==> src/design/dipa_pkg.sv <==
// Package for the dotted IPv4 address parser.
// Holds the classified-character type, the parser state and radix codes, and NUM_EARLY.
// No dependencies.
`timescale 1ns / 1ps

package dipa_pkg;

    typedef struct packed {
        logic       is_nul;
        logic       is_digit;
        logic       is_zero;
        logic       is_hex_letter;
        logic       is_x;
        logic       is_dot;
        logic       is_space;
        logic [3:0] val;
    } t_cls;

    localparam logic [1:0] PH_START  = 2'd0;
    localparam logic [1:0] PH_ZERO   = 2'd1;
    localparam logic [1:0] PH_DIGITS = 2'd2;

    localparam logic [1:0] RX_DEC = 2'd0;
    localparam logic [1:0] RX_OCT = 2'd1;
    localparam logic [1:0] RX_HEX = 2'd2;

    localparam int NUM_EARLY = 3;

endpackage

==> src/design/dipa_front.sv <==
// Front end: accepts input characters and classifies them.
// Depends on dipa_pkg; feeds the character queue.
`timescale 1ns / 1ps

module dipa_front (
    input  logic              i_push,
    input  logic [7:0]        i_ch,
    input  logic              i_q_full,
    output logic              o_full,
    output logic              o_wr_en,
    output dipa_pkg::t_cls    o_cls
);
    import dipa_pkg::*;

    logic w_lower;
    logic w_upper;

    assign w_lower = (i_ch >= 8'h61) && (i_ch <= 8'h66);
    assign w_upper = (i_ch >= 8'h41) && (i_ch <= 8'h46);

    assign o_full  = i_q_full;
    assign o_wr_en = i_push && !i_q_full;

    always_comb begin
        o_cls               = '0;
        o_cls.is_nul        = (i_ch == 8'h00);
        o_cls.is_digit      = (i_ch >= 8'h30) && (i_ch <= 8'h39);
        o_cls.is_zero       = (i_ch == 8'h30);
        o_cls.is_hex_letter = w_lower || w_upper;
        o_cls.is_x          = (i_ch == 8'h78) || (i_ch == 8'h58);
        o_cls.is_dot        = (i_ch == 8'h2E);
        o_cls.is_space      = (i_ch == 8'h20) || ((i_ch >= 8'h09) && (i_ch <= 8'h0D));
        if (w_lower || w_upper) begin
            o_cls.val = {1'b0, i_ch[2:0]} + 4'd9;
        end else begin
            o_cls.val = i_ch[3:0];
        end
    end

endmodule

==> src/design/dipa_fifo.sv <==
// Short queue of classified characters between front and back.
// Depends on dipa_pkg for the entry type.
`timescale 1ns / 1ps

module dipa_fifo #(
    parameter int DEPTH = 4
) (
    input  logic              i_clk,
    input  logic              i_rst_n,
    input  logic              i_wr_en,
    input  dipa_pkg::t_cls    i_wr_data,
    input  logic              i_rd_en,
    output dipa_pkg::t_cls    o_rd_data,
    output logic              o_full,
    output logic              o_empty
);
    import dipa_pkg::*;

    localparam int AW = (DEPTH > 1) ? $clog2(DEPTH) : 1;
    localparam int CW = $clog2(DEPTH + 1);

    t_cls            r_mem [DEPTH];
    logic [AW-1:0]   r_wr;
    logic [AW-1:0]   r_rd;
    logic [CW-1:0]   r_count;
    logic [AW-1:0]   n_wr;
    logic [AW-1:0]   n_rd;
    logic [CW-1:0]   n_count;
    logic            w_wr;
    logic            w_rd;

    assign o_full    = (r_count == CW'(DEPTH));
    assign o_empty   = (r_count == '0);
    assign w_wr      = i_wr_en && !o_full;
    assign w_rd      = i_rd_en && !o_empty;
    assign o_rd_data = r_mem[r_rd];

    always_comb begin
        n_wr    = r_wr;
        n_rd    = r_rd;
        n_count = r_count;
        if (w_wr) begin
            n_wr = (r_wr == AW'(DEPTH - 1)) ? '0 : r_wr + 1'b1;
        end
        if (w_rd) begin
            n_rd = (r_rd == AW'(DEPTH - 1)) ? '0 : r_rd + 1'b1;
        end
        if (w_wr && !w_rd) begin
            n_count = r_count + 1'b1;
        end else if (w_rd && !w_wr) begin
            n_count = r_count - 1'b1;
        end
    end

    always_ff @(posedge i_clk) begin
        if (!i_rst_n) begin
            r_wr    <= '0;
            r_rd    <= '0;
            r_count <= '0;
        end else begin
            r_wr    <= n_wr;
            r_rd    <= n_rd;
            r_count <= n_count;
        end
    end

    always_ff @(posedge i_clk) begin
        if (w_wr) begin
            r_mem[r_wr] <= i_wr_data;
        end
    end

`ifndef ASSERT_OFF
    a_count_bound: assert property (@(posedge i_clk) disable iff (!i_rst_n)
        r_count <= CW'(DEPTH))
        else $error("queue count above depth");
    a_count_inc: assert property (@(posedge i_clk) disable iff (!i_rst_n)
        (w_wr && !w_rd) |=> (r_count == $past(r_count) + 1'b1))
        else $error("queue count did not grow on write");
    a_count_dec: assert property (@(posedge i_clk) disable iff (!i_rst_n)
        (w_rd && !w_wr) |=> (r_count == $past(r_count) - 1'b1))
        else $error("queue count did not shrink on read");
`endif

endmodule

==> src/design/dipa_back.sv <==
// Back end: runs the part/dot parser over classified characters and
// holds the result register. Depends on dipa_pkg.
`timescale 1ns / 1ps

module dipa_back (
    input  logic              i_clk,
    input  logic              i_rst_n,
    input  logic              i_avail,
    input  dipa_pkg::t_cls    i_cls,
    output logic              o_take,
    input  logic              i_pop,
    output logic              o_empty,
    output logic [31:0]       o_address,
    output logic              o_valid_res
);
    import dipa_pkg::*;

    logic [1:0]  r_phase;
    logic [1:0]  r_radix;
    logic [31:0] r_pv;
    logic [7:0]  r_parts [NUM_EARLY];
    logic        r_big;
    logic [1:0]  r_pc;
    logic        r_dec;
    logic        r_dok;
    logic [31:0] r_daddr;
    logic        r_out_valid;
    logic [31:0] r_out_addr;
    logic        r_out_ok;

    logic [1:0]  n_phase;
    logic [1:0]  n_radix;
    logic [31:0] n_pv;
    logic [7:0]  n_parts [NUM_EARLY];
    logic        n_big;
    logic [1:0]  n_pc;
    logic        n_dec;
    logic        n_dok;
    logic [31:0] n_daddr;

    logic [1:0]  w_eff_radix;
    logic [31:0] w_scaled;
    logic [31:0] w_acc;
    logic        w_fix;
    logic        w_fix_ok;
    logic        w_fin_fit;
    logic [31:0] w_fin_addr;
    logic        w_res_ok;
    logic [31:0] w_res_addr;
    logic        w_out_free;

    assign w_out_free = !r_out_valid || i_pop;
    assign o_take     = i_avail && (!i_cls.is_nul || w_out_free);
    assign o_empty    = !r_out_valid;
    assign o_address  = r_out_addr;
    assign o_valid_res = r_out_ok;

    assign w_eff_radix = (r_phase == PH_ZERO) ? RX_OCT : r_radix;

    always_comb begin
        case (w_eff_radix)
            RX_HEX:  w_scaled = {r_pv[27:0], 4'b0};
            RX_OCT:  w_scaled = {r_pv[28:0], 3'b0};
            default: w_scaled = {r_pv[28:0], 3'b0} + {r_pv[30:0], 1'b0};
        endcase
    end
    assign w_acc = w_scaled + {28'b0, i_cls.val};

    always_comb begin
        case (r_pc)
            2'd0: begin
                w_fin_fit  = 1'b1;
                w_fin_addr = r_pv;
            end
            2'd1: begin
                w_fin_fit  = (r_pv[31:24] == 8'h00);
                w_fin_addr = {r_parts[0], r_pv[23:0]};
            end
            2'd2: begin
                w_fin_fit  = (r_pv[31:16] == 16'h0000);
                w_fin_addr = {r_parts[0], r_parts[1], r_pv[15:0]};
            end
            default: begin
                w_fin_fit  = (r_pv[31:8] == 24'h000000);
                w_fin_addr = {r_parts[0], r_parts[1], r_parts[2], r_pv[7:0]};
            end
        endcase
    end

    always_comb begin
        n_phase  = r_phase;
        n_radix  = r_radix;
        n_pv     = r_pv;
        n_parts  = r_parts;
        n_big    = r_big;
        n_pc     = r_pc;
        n_dec    = r_dec;
        n_dok    = r_dok;
        n_daddr  = r_daddr;
        w_fix    = 1'b0;
        w_fix_ok = 1'b0;
        case (r_phase)
            PH_START: begin
                if (!i_cls.is_digit) begin
                    w_fix = 1'b1;
                end else if (i_cls.is_zero) begin
                    n_pv    = '0;
                    n_radix = RX_OCT;
                    n_phase = PH_ZERO;
                end else begin
                    n_pv    = {28'b0, i_cls.val};
                    n_radix = RX_DEC;
                    n_phase = PH_DIGITS;
                end
            end
            default: begin
                n_phase = PH_DIGITS;
                n_radix = w_eff_radix;
                if (r_phase == PH_ZERO && i_cls.is_x) begin
                    n_radix = RX_HEX;
                end else if (i_cls.is_digit ||
                             (w_eff_radix == RX_HEX && i_cls.is_hex_letter)) begin
                    n_pv = w_acc;
                end else if (i_cls.is_dot) begin
                    if (r_pc == 2'd3) begin
                        w_fix = 1'b1;
                    end else begin
                        if (r_pv[31:8] != 24'h000000) begin
                            n_big = 1'b1;
                        end
                        n_parts[r_pc] = r_pv[7:0];
                        n_pc          = r_pc + 2'd1;
                        n_pv          = '0;
                        n_radix       = RX_DEC;
                        n_phase       = PH_START;
                    end
                end else if (i_cls.is_nul || i_cls.is_space) begin
                    w_fix    = 1'b1;
                    w_fix_ok = !r_big && w_fin_fit;
                end else begin
                    w_fix = 1'b1;
                end
            end
        endcase
        if (w_fix) begin
            n_dec   = 1'b1;
            n_dok   = w_fix_ok;
            n_daddr = w_fix_ok ? w_fin_addr : '0;
        end
    end

    assign w_res_ok   = r_dec ? r_dok : w_fix_ok;
    assign w_res_addr = r_dec ? r_daddr : (w_fix_ok ? w_fin_addr : '0);

    always_ff @(posedge i_clk) begin
        if (!i_rst_n) begin
            r_phase     <= PH_START;
            r_radix     <= RX_DEC;
            r_pv        <= '0;
            r_parts     <= '{default: '0};
            r_big       <= 1'b0;
            r_pc        <= '0;
            r_dec       <= 1'b0;
            r_dok       <= 1'b0;
            r_daddr     <= '0;
            r_out_valid <= 1'b0;
        end else begin
            if (i_pop && r_out_valid) begin
                r_out_valid <= 1'b0;
            end
            if (o_take) begin
                if (i_cls.is_nul) begin
                    r_phase     <= PH_START;
                    r_radix     <= RX_DEC;
                    r_pv        <= '0;
                    r_parts     <= '{default: '0};
                    r_big       <= 1'b0;
                    r_pc        <= '0;
                    r_dec       <= 1'b0;
                    r_dok       <= 1'b0;
                    r_daddr     <= '0;
                    r_out_valid <= 1'b1;
                end else if (!r_dec) begin
                    r_phase <= n_phase;
                    r_radix <= n_radix;
                    r_pv    <= n_pv;
                    r_parts <= n_parts;
                    r_big   <= n_big;
                    r_pc    <= n_pc;
                    r_dec   <= n_dec;
                    r_dok   <= n_dok;
                    r_daddr <= n_daddr;
                end
            end
        end
    end

    always_ff @(posedge i_clk) begin
        if (o_take && i_cls.is_nul) begin
            r_out_addr <= w_res_addr;
            r_out_ok   <= w_res_ok;
        end
    end

`ifndef ASSERT_OFF
    a_invalid_zero: assert property (@(posedge i_clk) disable iff (!i_rst_n)
        (r_out_valid && !r_out_ok) |-> (r_out_addr == 32'h0))
        else $error("invalid result carries nonzero address");
    a_hold_result: assert property (@(posedge i_clk) disable iff (!i_rst_n)
        (r_out_valid && !i_pop) |=> (r_out_valid && $stable(r_out_addr)
                                     && $stable(r_out_ok)))
        else $error("waiting result changed or dropped");
    a_nul_restart: assert property (@(posedge i_clk) disable iff (!i_rst_n)
        (o_take && i_cls.is_nul) |=> (r_phase == PH_START && r_pc == 2'd0 && !r_dec))
        else $error("parser not restarted after end of string");
    a_no_overwrite: assert property (@(posedge i_clk) disable iff (!i_rst_n)
        (o_take && i_cls.is_nul) |-> (!r_out_valid || i_pop))
        else $error("result register overwritten");
`endif

endmodule

==> src/design/dotted_ipv4_address_parser_top.sv <==
// Dotted IPv4 address parser, top level.
// Usage:
//   Input channel: drive one string character on i_ch with push; the
//   transaction completes on a clock edge with push high and full low.
//   A zero byte ends the string. Output channel: while empty is low,
//   o_address and o_valid_res show the result for the oldest finished
//   string; pop high with empty low takes it. One result per string.
//   Result path: a terminating zero byte is queued, then parsed into the
//   result register, after which empty goes low.
//   Throughput: one character per cycle while full is low; the parser
//   takes one queued character per cycle, a terminating byte only when the
//   result register is free or being popped in the same cycle.
//   Stall: with the receiver stalled the queue of FIFO_DEPTH characters
//   fills behind one held result, then full rises.
//   Reset: synchronous, active low; queue and result are emptied and the
//   parser starts a new string.
// Depends on dipa_pkg, dipa_front, dipa_fifo, dipa_back.
`timescale 1ns / 1ps

module dotted_ipv4_address_parser_top #(
    parameter int FIFO_DEPTH = 4
) (
    input  logic        i_clk,
    input  logic        i_rst_n,
    input  logic        push,
    output logic        full,
    input  logic [7:0]  i_ch,
    output logic        empty,
    input  logic        pop,
    output logic [31:0] o_address,
    output logic        o_valid_res
);
    import dipa_pkg::*;

    t_cls w_cls_in;
    t_cls w_cls_out;
    logic w_wr_en;
    logic w_q_full;
    logic w_q_empty;
    logic w_take;

    dipa_front u_front (
        .i_push   (push),
        .i_ch     (i_ch),
        .i_q_full (w_q_full),
        .o_full   (full),
        .o_wr_en  (w_wr_en),
        .o_cls    (w_cls_in)
    );

    dipa_fifo #(
        .DEPTH (FIFO_DEPTH)
    ) u_fifo (
        .i_clk     (i_clk),
        .i_rst_n   (i_rst_n),
        .i_wr_en   (w_wr_en),
        .i_wr_data (w_cls_in),
        .i_rd_en   (w_take),
        .o_rd_data (w_cls_out),
        .o_full    (w_q_full),
        .o_empty   (w_q_empty)
    );

    dipa_back u_back (
        .i_clk       (i_clk),
        .i_rst_n     (i_rst_n),
        .i_avail     (!w_q_empty),
        .i_cls       (w_cls_out),
        .o_take      (w_take),
        .i_pop       (pop),
        .o_empty     (empty),
        .o_address   (o_address),
        .o_valid_res (o_valid_res)
    );

endmodule
==> config.mk <==
export PLATFORM = sky130hd
export DESIGN_NAME = dotted_ipv4_address_parser_top
export DESIGN_NICKNAME = d
export VERILOG_FILES = /design/src/design/dipa_pkg.sv /design/src/design/dipa_front.sv /design/src/design/dipa_fifo.sv /design/src/design/dipa_back.sv /design/src/design/dotted_ipv4_address_parser_top.sv
export SDC_FILE = /design/constraint.sdc
export NUM_CORES = 1
export LEC_CHECK = 0
export BUFFER_PORTS_ARGS = -buffer_cell sky130_fd_sc_hd__buf_2
export CAP_MARGIN = 20
export CORE_MARGIN = 2
export CORE_UTILIZATION = 57
export CTS_BUF_LIST = sky130_fd_sc_hd__clkbuf_8
export CTS_CLUSTER_SIZE = 12
export DETAILED_ROUTE_END_ITERATION = 6
export GPL_TIMING_DRIVEN = 0
export HOLD_SLACK_MARGIN = 0.15
export PLACE_DENSITY = 0.75
export SYNTH_ARGS = -nofsm -noshare
export SYNTH_HDL_FRONTEND = slang
export SYNTH_SLANG_ARGS = --single-unit
==> constraint.sdc <==
create_clock -name i_clk -period 8.3 [get_ports i_clk]
set_input_delay 0.83 -clock i_clk [delete_from_list [all_inputs] [get_ports i_clk]]
set_output_delay 0.83 -clock i_clk [all_outputs]
set_load 0.02 [all_outputs]
* Word-level counts from Yosys, hierarchy flattened
Memories as Yosys holds them, arrays and structs flattened. A register that Yosys moved wholly into a read port is not among the register bits. Index checks and enable logic that the tools add are counted.
Word-level totals: flip-flop bits (word level) 138, bits in latches 0, bits in writable memories 44, memory bits (read-only) 0, word-level logic and storage cells 198, memories kept 1
Memories:
- u_fifo.r_mem | words 4, width 11, read ports 1, clocked after Yosys merged registers in 1, write ports 1, RTL line dipa_fifo.sv:22 | t_cls r_mem [DEPTH];
Operators by class: add/subtract/negate cells 8, multipliers 0, divide/modulo/power cells 0, magnitude comparators 10, eq/ne operators 22, shift operators 0, multiplexer cells 91, bitwise gates (word level) 1, reductions and logical operators 48
Operators by type and width (count):
- two-way mux 32 bit | 13
- two-way mux 24 bit | 7
- case mux 32 bit (3 select lines) | 1
- case mux 32 bit (2 select lines) | 1
- two-way mux 2 bit | 29
- adder 32 bit | 1
- adder 32 x 4 -> 32 bit | 1
- two-way mux 1 bit | 32
- bitwise mux 24 bit | 1
- == test 8 x 6 -> 1 bit, second input constant | 3
- logical NOT 24 bit | 1
- nonzero test 24 bit | 1
- demux 8 bit (select 2 bit) | 1
- == test 8 x 7 -> 1 bit, second input constant | 2
- >= comparator 8 x 7 -> 1 bit, second input constant | 2
- <= comparator 8 x 7 -> 1 bit, second input constant | 2
- logical AND 1 bit | 16
- logical NOT 16 bit | 1
- logical NOT 8 bit | 2
- == test 2 bit, second input constant | 5
- != test 2 x 1 -> 1 bit, second input constant | 5
- >= comparator 8 x 4 -> 1 bit, second input constant | 1
- >= comparator 8 x 6 -> 1 bit, second input constant | 1
- <= comparator 8 x 4 -> 1 bit, second input constant | 1
- other kinds (27) | 50

* Depth between registers and ports, before layout
Gate-level depths: netlist of the first run.
depth after elaboration 13, gate-level depth with buffers 21, gate-level depth less buffers 16

* By module
A second synthesis of the first run with hierarchy kept.
Unflattened totals: cell total of the unflattened synthesis 1191, area, all modules 11217.0 um^2
By module, submodules not included:
- dipa_back | times used 1, cells an instance 1043, area each 8805.9 um^2, seq. area each 2952.8 um^2
- dipa_fifo | times used 1, cells an instance 108, area each 2060.7 um^2, seq. area each 1501.4 um^2
- dipa_front | times used 1, cells an instance 39, area each 346.6 um^2, seq. area each 0.0 um^2
- dotted_ipv4_address_parser_top | times used 1, cells an instance 1, area each 3.8 um^2, seq. area each 0.0 um^2

* Worst setup path before layout of the first run
Ideal clock, no wire load.
path kind register to register, start reg u_back.r_phase[1], end reg u_back.r_pv[31], arrival time 4290 ps, data required time 8175 ps, slack 3885 ps, stages on the path, launching flop included 21, clock period less this slack 4415 ps, cell sequence dfxtp_1 > nand2b_1 > nor2b_1 > inv_1 > ha_1 > buf_2 > buf_2 > buf_1 > buf_1 > clkbuf_1 > and2_1 > ha_1 > fa_1 > a21oi_1 > nor3_1 > nand4_2 > nor4b_1 > nand4_1 > and4bb_1 > xor2_1 > o21ai_1
On the way: word-level cells in the longest chain between the ends 10
RTL lines:
- start, declared | RTL line dipa_back.sv:18 | logic [1:0] r_phase;
- start signal, assigned | RTL line dipa_back.sv:184 | r_phase <= n_phase;
- == test 2 x 1 -> 1 bit | RTL line dipa_back.sv:58, dipa_back.sv:119
- two-way mux 2 bit | RTL line dipa_back.sv:58 | assign w_eff_radix = (r_phase == PH_ZERO) ? RX_OCT : r_radix;
- == test 2 x 1 -> 1 bit or == test 2 bit (tied branches) | RTL line dipa_back.sv:61, dipa_back.sv:122
- case mux 32 bit (2 select lines) or logical AND 1 bit (tied branches) | RTL line dipa_back.sv:61, dipa_back.sv:122
- adder 32 x 4 -> 32 bit or logical OR 1 bit (tied branches) | RTL line dipa_back.sv:67, dipa_back.sv:121
- two-way mux 32 bit | RTL line dipa_back.sv:121 | end else if (i_cls.is_digit ||
- two-way mux 32 bit | RTL line dipa_back.sv:119 | if (r_phase == PH_ZERO && i_cls.is_x) begin
- two-way mux 32 bit | RTL line dipa_back.sv:102 | case (r_phase)
- two-way mux 32 bit | RTL line dipa_back.sv:183 | end else if (!r_dec) begin
- two-way mux 32 bit | RTL line dipa_back.sv:172 | if (i_cls.is_nul) begin
- end signal, assigned | RTL line dipa_back.sv:186 | r_pv <= n_pv;
- end, declared | RTL line dipa_back.sv:20 | logic [31:0] r_pv;
Several ways; a longest one is shown, not always the timed one. The select of a mux whose other input is x is not followed. A chain may end at the register's enable or synchronous reset.

* Worst setup path after layout of the first run
start reg u_back.r_phase[1], end reg u_back.r_pv[27]
The elaborated chain is that of the path after synthesis.

==> summary.md, run 1 <==
| Metric | Value |
|---|---|
| Tightest Hold Check Type | `reg -> reg` |
| Startpoint type of the worst setup path | `flop` |
| Chip width | `142 µm` |
| Layout Nets | `1242` |
| DR vias | `9076` |
| Clock buffer depth | `2` |
| Post-synth design cell area | `10900 µm²` |
| Number of gates resized after CTS | `0` |
| Final Hold Viols | `0` |
| GRT Total Usage | `27.0%` |
| Placed insts | `1394` |
| Routability cong. | `0.888` |
| Vias per inst | `6.36` |
| Crit-path max FO | `10` |
| First-pass GRT wire length | `43900 µm` |
| Initial DRC Count | `734` |
| Area growth, synth to finish | `8.54%` |
| IO Port Bufs | `44` |
| Adder-Cell Fraction of Synth Area | `6.04%` |
| Root buffer cell | `clkbuf_8` |
| Mux cell area share after synthesis | `3.09%` |
| Clock Latency Late Sink | `0.46 ns` |
| Largest net degree at the start of global routing | `29` |
| RSZ-0062 raised after global routing | `no` |
| Largest family of logic cells by synthesized area | `compound AO/OA/AOI/OAI gates` |
| Status | `complete, no violations` |
| Share of cells above drive strength 1 | `12.2%` |
| Number of max-cap violations | `0` |
| TritonRoute pass-1 iters | `6` |
| Initial antenna violation count | `0` |
| Design area | `11900 µm²` |
| Relative slew slack | `39.5%` |
| Setup TNS | `0 ns` |
| Final wirelength | `27000 µm` |
| Cell with the most instances after synthesis | `dfxtp_1` |
| Final Slew Violations | `0` |
| Initial Util | `58.2%` |
| CP endpoint kind | `flop` |
| Hold path depth | `2` |
| Crit path arrival time | `6.44 ns` |
| Req. time, crit path | `8.65 ns` |
| Clock skew | `0.0115 ns` |
| Dpl hpwl | `19900 µm` |
| Final total power | `3.03 mW` |
| Mapped Nets | `1178` |
| CTS sink count | `184` |
| Area after DPL | `11500 µm²` |
| Yosys reg bits | `184` |
| DIE HEIGHT | `142 µm` |
| Final Setup Violations | `0` |
| Top cell type's share of synthesized area | `21.2%` |
| Synth area leader | `edfxtp_1` |
| CP cell instances | `nand2b_1 -> nor2b_1 -> inv_1 -> ha_1 -> buf_2 -> buf_2 -> buf_1 -> buf_1 -> clkbuf_1 -> and2_1 -> ha_1 -> fa_1 -> a21oi_1 -> nor3_1 -> nand4_2 -> nor4b_1 -> nand4_1 -> nor3b_1 -> xor2_1 -> o21ai_0` |
| Critical path's slowest cell | `clkbuf_1` |
| Tcrit/Tclk final | `73.4%` |
| Worst Reg-to-Reg Cells | `20` |
| I/O pin count | `47` |
| Cell Pwr Density | `255 nW/µm²` |
| Post-synth ARST share | `0%` |
| Synthesized area per cell | `9.80 µm²` |
| FILL cells | `1587` |
| Ys flop type | `dfxtp_1` |
| Post-CTS setup repair buffer count | `0` |
| XOR/XNOR share of the synthesized area | `2.96%` |
| Post-synth top cells | `107 x dfxtp_1, 94 x nor2b_1, 77 x edfxtp_1` |
| Grt ovf | `0` |
| CTS clk-pin slew, worst paths | `0.10 ns` |
| EDFF count, synth | `77` |
| Synth Area in Compound Gates | `25.3%` |
| ANT cells | `0` |
| DRT antenna net count | `0` |
| Num CTS Buffers | `17` |
| Kind of critical path | `reg -> reg` |
| Worst Tran Pin Value | `0.904 ns` |
| Ys Warns | `0` |
| Simple-Gate Fraction of Synth Area | `18.0%` |
| Core ar. | `18800 µm²` |
| Die area | `20300 µm²` |
| Netlist cell types | `87` |
| DRC | `0` |
| CTS Hold Bufs | `0` |
| Fmax | `0.164 GHz` |
| Top cells by area, synth | `edfxtp_1 21%, dfxtp_1 20%, ha_1 5.5%, nor2b_1 5.4%, a22oi_1 5.2%` |
| CTS tree | `built` |
| Number of global-route vias before repair | `8514` |
| Final min period | `6.09 ns` |
| Non-Filler Instances | `1426` |
| Routed len/inst | `18.9 µm` |
| Register area share after synthesis | `40.8%` |
| Max VDD drop | `0.134 mV` |
| Row count | `50` |
| CP peak stage delay | `0.54 ns` |
| Syn Inst Count | `1115` |
| Depth of the CTS H-tree | `4` |
| Leak | `4.29 nW` |
| Hold slack final | `0.474 ns` |
[cells in the final DEF (no fill, tap or decap), types with 47 or more instances in the layout]
cell type  instances
a22oi_1           76
dfxtp_1          107
nor2b_1           94
a22o_1            57
clkbuf_1          51
edfxtp_1          77
nand2_1           69
a21oi_1           56
buf_2             64
ha_1              48
nor2_1            47
[final timing paths]
| path | endpoint | slack (ns) | start |
|---|---|---|---|
| max | u_back.r_pv[27]$_SDFFE_PN0P_ | 2.21 | u_back.r_phase[1]$_SDFFE_PN0P_ |
| min | u_back.r_radix[1]$_SDFFE_PN0P_ | 0.47 | u_back.r_radix[1]$_SDFFE_PN0P_ |
| max reg2reg | u_back.r_pv[27]$_SDFFE_PN0P_ | 2.21 | u_back.r_phase[1]$_SDFFE_PN0P_ |
| min reg2reg | u_back.r_radix[1]$_SDFFE_PN0P_ | 0.47 | u_back.r_radix[1]$_SDFFE_PN0P_ |
[critical path, delay by kind of cell (launching register included)]
family / cells / cell delay (ns)
buf+inv: 6 / 2.00
flops: 1 / 0.39
xor+xnor: 1 / 0.19
fa+ha+maj: 3 / 0.79
simple gates: 8 / 2.42
compound gates: 2 / 0.19
[power breakdown]
group | internal (mW) | switching, mW | total, mW
combinational | 0.426 | 0.869 | 1.29
sequential | 1.09 | 0.0502 | 1.14
clock | 0.250 | 0.346 | 0.596
[final cells by class]
type                            instances  area, µm²  area share (%)
Tap cell                              234        293            2.47
Clock inverter                         15        159            1.34
Clock buffer                           17        234            1.97
Multi-Input combinational cell        825       6050            51.0
Sequential cell                       184       4450            37.5
Buffer                                 80        327            2.75
Timing Repair Buffer                   45        248            2.09
Inverter                               26       97.6           0.823
[cells by family after synthesis]
group | after synthesis
adder cells (fa/ha/maj) | 51
AND/OR/NAND/NOR | 351
multiplexers | 21
flip-flops | 184
XOR/XNOR | 37
buffers and inverters | 106
AO/OA/AOI/OAI | 365
[sequential cells by signal, summed over array words and instances, names as in the netlist, 2 cells and up, named ones only]
register / cells
u_fifo.r_mem: 44
u_back.o_address: 32
u_back.r_daddr: 32
u_back.r_pv: 32
u_back.r_parts: 24
u_fifo.r_count: 3
u_back.r_pc: 2
u_back.r_phase: 2
u_back.r_radix: 2
u_fifo.r_rd: 2
u_fifo.r_wr: 2
[through the flow]
step | util [%] | worst slack, ns
after detailed placement | 61.1 | 2.46
after CTS | 63.2 | 2.43
after global routing | 63.2 | 1.77
final | 63.2 | 2.21
after floorplan | - | 3.89
after global placement | 61.0 | 2.60
[layer usage]
| metal | share of wire [%] | global-route usage (%) |
|---|---|---|
| met2 | 49 | 46.4 |
| met1 | 45 | 36.2 |
| met5 | 0 | 0 |
| met4 | 1.7 | 6.67 |
| met3 | 4.9 | 3.53 |
Note: power is estimated with default switching activity, not from simulation.
==> run 2, diff against run 1 <==
- ABC_AREA: not set -> 1
- clock period: 8.3 -> 5.95 ns (I/O delays scaled with it)
==> run 2 against run 1 <==
  * Count of clock-buffer cells in the layout did not move
  * Via count rose by 21%
  * Critical path depth rose by 6
  * Global-route usage rose by 1.1 points
  * Combinational power rose by 64%
  * Sequential power rose by 45%
  * Critical endpoint is now u_back.r_pv[31]$_SDFFE_PN0P_
==> summary.md, run 2 <==
| Metric | Value |
|---|---|
| Commonest cells after routing, fill and taps aside | `498 x nand2_1, 202 x inv_1, 141 x nor2_1, 118 x a21oi_1, 116 x nand3_1` |
| Largest register FFs | `44 (unchanged)` |
| Cell Pwr Density | `372 nW/µm² (+46%)` |
| Cell with the most instances after synthesis | `nand2_1` |
| Chip width | `145 µm (+2.1%)` |
| Share of cells above drive strength 1 | `8.35% (-3.8 points)` |
| Relative slew slack | `31.2% (-8.3 points)` |
| ANT cells | `0 (unchanged)` |
| Area growth, synth to finish | `8.51% (about the same)` |
| CTS Hold Bufs | `0 (unchanged)` |
| Ys Warns | `0 (unchanged)` |
| IO Port Bufs | `46 (+4.5%)` |
| Num CTS Buffers | `17 (unchanged)` |
| Number of gates resized after CTS | `0 (unchanged)` |
| Tcrit/Tclk final | `81.1% (+7.8 points)` |
| First-pass GRT wire length | `48500 µm (+10%)` |
| Initial Util | `58.4% (+0.16 points)` |
| Post-CTS setup repair buffer count | `0 (unchanged)` |
| Initial DRC Count | `963 (+31%)` |
| Clock buffer depth | `2 (unchanged)` |
| Initial antenna violation count | `0 (unchanged)` |
| Commonest non-fill, non-tap cell in the layout | `nand2_1` |
| Largest net degree at the start of global routing | `37 (+28%)` |
| Crit-path max FO | `10 (unchanged)` |
| Status | `complete, no violations` |
| Non-Filler Instances | `1965 (+38%)` |
| Area after DPL | `12000 µm² (+4.3%)` |
| Synthesized area per cell | `7.04 µm² (-28%)` |
| Leak | `5.32 nW (+24%)` |
| Die area | `21200 µm² (+4.2%)` |
| Ys flop type | `dfxtp_1` |
| Final Hold Viols | `0 (unchanged)` |
| Max VDD drop | `0.340 mV (+150%)` |
| Biggest register | `u_fifo.r_mem` |
| CTS sink count | `184 (unchanged)` |
| Post-synth top cells | `498 x nand2_1, 201 x inv_1, 141 x nor2_1` |
| I/O pin count | `47 (unchanged)` |
| Startpoint type of the worst setup path | `flop` |
| EDFF count, synth | `77 (unchanged)` |
| TritonRoute pass-1 iters | `6 (unchanged)` |
| Final Slew Violations | `0 (unchanged)` |
| DR vias | `11000 (+21%)` |
| Req. time, crit path | `6.29 ns (-2.36 ns)` |
| Depth of the CTS H-tree | `4 (unchanged)` |
| RSZ-0062 raised after global routing | `no` |
| Number of global-route vias before repair | `10100 (+19%)` |
| Top cell type's share of synthesized area | `20.3% (-0.88 points)` |
| Crit path arrival time | `5.17 ns (-1.27 ns)` |
| Layout Nets | `1750 (+41%)` |
| Routed len/inst | `15.2 µm (-20%)` |
| Number of max-cap violations | `0 (unchanged)` |
| Placed insts | `1931 (+39%)` |
| Fmax | `0.207 GHz (+26%)` |
| Final core utilization | `63.4% (+0.16 points)` |
| Hold slack final | `0.380 ns (-0.0945 ns)` |
| Crit path from | `u_back.r_phase[0]$_SDFFE_PN0P_` |
| Core ar. | `19500 µm² (+4.0%)` |
| Row count | `51 (+2.0%)` |
| Yosys reg bits | `184 (unchanged)` |
| Final wirelength | `29900 µm (+11%)` |
| CTS tree | `built` |
| Kind of critical path | `reg -> reg` |
| Tightest Hold Check Type | `in -> reg` |
| Dpl hpwl | `23000 µm (+16%)` |
| DRT antenna net count | `0 (unchanged)` |
| CP endpoint kind | `flop` |
| Reg2reg start | `u_back.r_phase[0]$_SDFFE_PN0P_` |
| CTS clk-pin slew, worst paths | `0.11 ns (about the same)` |
| Post-synth design cell area | `11400 µm² (+4.3%)` |
| Setup TNS | `0 ns (unchanged)` |
| Pre-CTS setup slack | `1.22 ns (-1.23 ns)` |
| GRT Total Usage | `28.1% (+1.1 points)` |
| Hold_sp | `i_rst_n` |
| Final setup margin | `1.12 ns (-1.09 ns)` |
| Clock Latency Late Sink | `0.48 ns (+0.02 ns)` |
| Worst Tran Pin Value | `1.03 ns (+0.123 ns)` |
| Register area share after synthesis | `39.1% (-1.7 points)` |
| Netlist cell types | `54 (-38%)` |
| Syn Inst Count | `1620 (+45%)` |
| DRC | `0 (unchanged)` |
| DIE HEIGHT | `145 µm (+2.1%)` |
| Final total power | `4.60 mW (+52%)` |
| Design area | `12400 µm² (+4.3%)` |
| Final min period | `4.83 ns (-1.26 ns)` |
| Mapped Nets | `1683 (+43%)` |
| Final Setup Violations | `0 (unchanged)` |
| Post-synth ARST share | `0% (unchanged)` |
| Routability cong. | `0.953 (+7.3%)` |
| Clock skew | `0.0158 ns (+0.00439 ns)` |
| Vias per inst | `5.58 (-12%)` |
| Root buffer cell | `clkbuf_8` |
| Synth area leader | `edfxtp_1` |
| Grt ovf | `0 (unchanged)` |
| Top cells by area, synth | `edfxtp_1 20%, dfxtp_1 19%, nand2_1 16%, inv_1 6.6%, ha_1 5.3%` |
## run 2: cell types whose count changed in the layout (fill, tap and decap cells not counted), sizes merged, moves of 57 or more
cell,before,now
nand2,69,504
inv,34,220
nor2,47,156
nand3,13,120
nor2b,94,0
a21oi,59,120
a22oi,76,15
a22o,57,0
## run 2: critical path, cell delays in order, from the launching register on
cell and delay, ns:
dfxtp_1 0.34, inv_1 0.06, nor2_1 0.06, nor2_1 0.16, inv_1 0.08, ha_1 0.28, buf_2 0.23, buf_1 0.41
buf_2 0.30, buf_1 0.48, nand2_1 0.11, inv_1 0.08, ha_1 0.18, fa_1 0.20, nand2_1 0.07, nand2_1 0.06
nand2_1 0.07, nor2_2 0.17, nand3_2 0.13, nor2_2 0.15, nand3b_2 0.14, nor2_4 0.25, nand2_1 0.12, nor2_2 0.21
nand3_1 0.12, nand3_1 0.14, a21oi_1 0.08
## run 2: logic make-up (layout without fill, tap and decap cells)
kind of cell / Yosys count / count (layout) / share of synthesized area [%]
and+or+nand+nor: 823 / 823 / 30.6
AOI/OAI and AO/OA: 297 / 297 / 15.4
buffers and inverters: 262 / 342 / 8.99
DFF: 184 / 184 / 39.1
adders and majority gates: 51 / 51 / 5.79
xor gates and xnor gates: 3 / 3 / 0.230
## run 2: path summary, 6_finish.rpt
check	to	slack, ns	cells past startpoint
worst max-delay path	u_back.r_pv[31]$_SDFFE_PN0P_	1.12	26
worst min-delay path	u_fifo.r_count[0]$_SDFFE_PN0P_	0.38	3
worst max register to register	u_back.r_pv[31]$_SDFFE_PN0P_	1.12	26
worst min register to register	u_back.r_parts[9]$_SDFFE_PN0P_	0.47	2
## run 2: cell type report
type,count,area (µm²)
Clock inverter,15,160
Sequential cell,184,4450
Fill cell,1807,7150
Buffer,47,218
Multi-Input combinational cell,1174,5920
Inverter,215,807
Tap cell,265,332
Timing Repair Buffer,48,245
Clock buffer,17,234
## run 2: report_power, final
group | internal [mW] | switching [mW] | total (mW)
clock network | 0.316 | 0.518 | 0.834
logic | 0.580 | 1.54 | 2.12
registers | 1.53 | 0.121 | 1.65
total | 2.43 | 2.18 | 4.60
## run 2: layer usage
layer | global-route usage, % | routed length [µm] | up-vias
met2 | 48.0 | 14100 | 389
met1 | 36.0 | 12500 | 4986
met4 | 11.7 | 1290 | 0
met3 | 3.64 | 1940 | 109
li1 | - | - | 5483
met5 | 0 | 0 | -
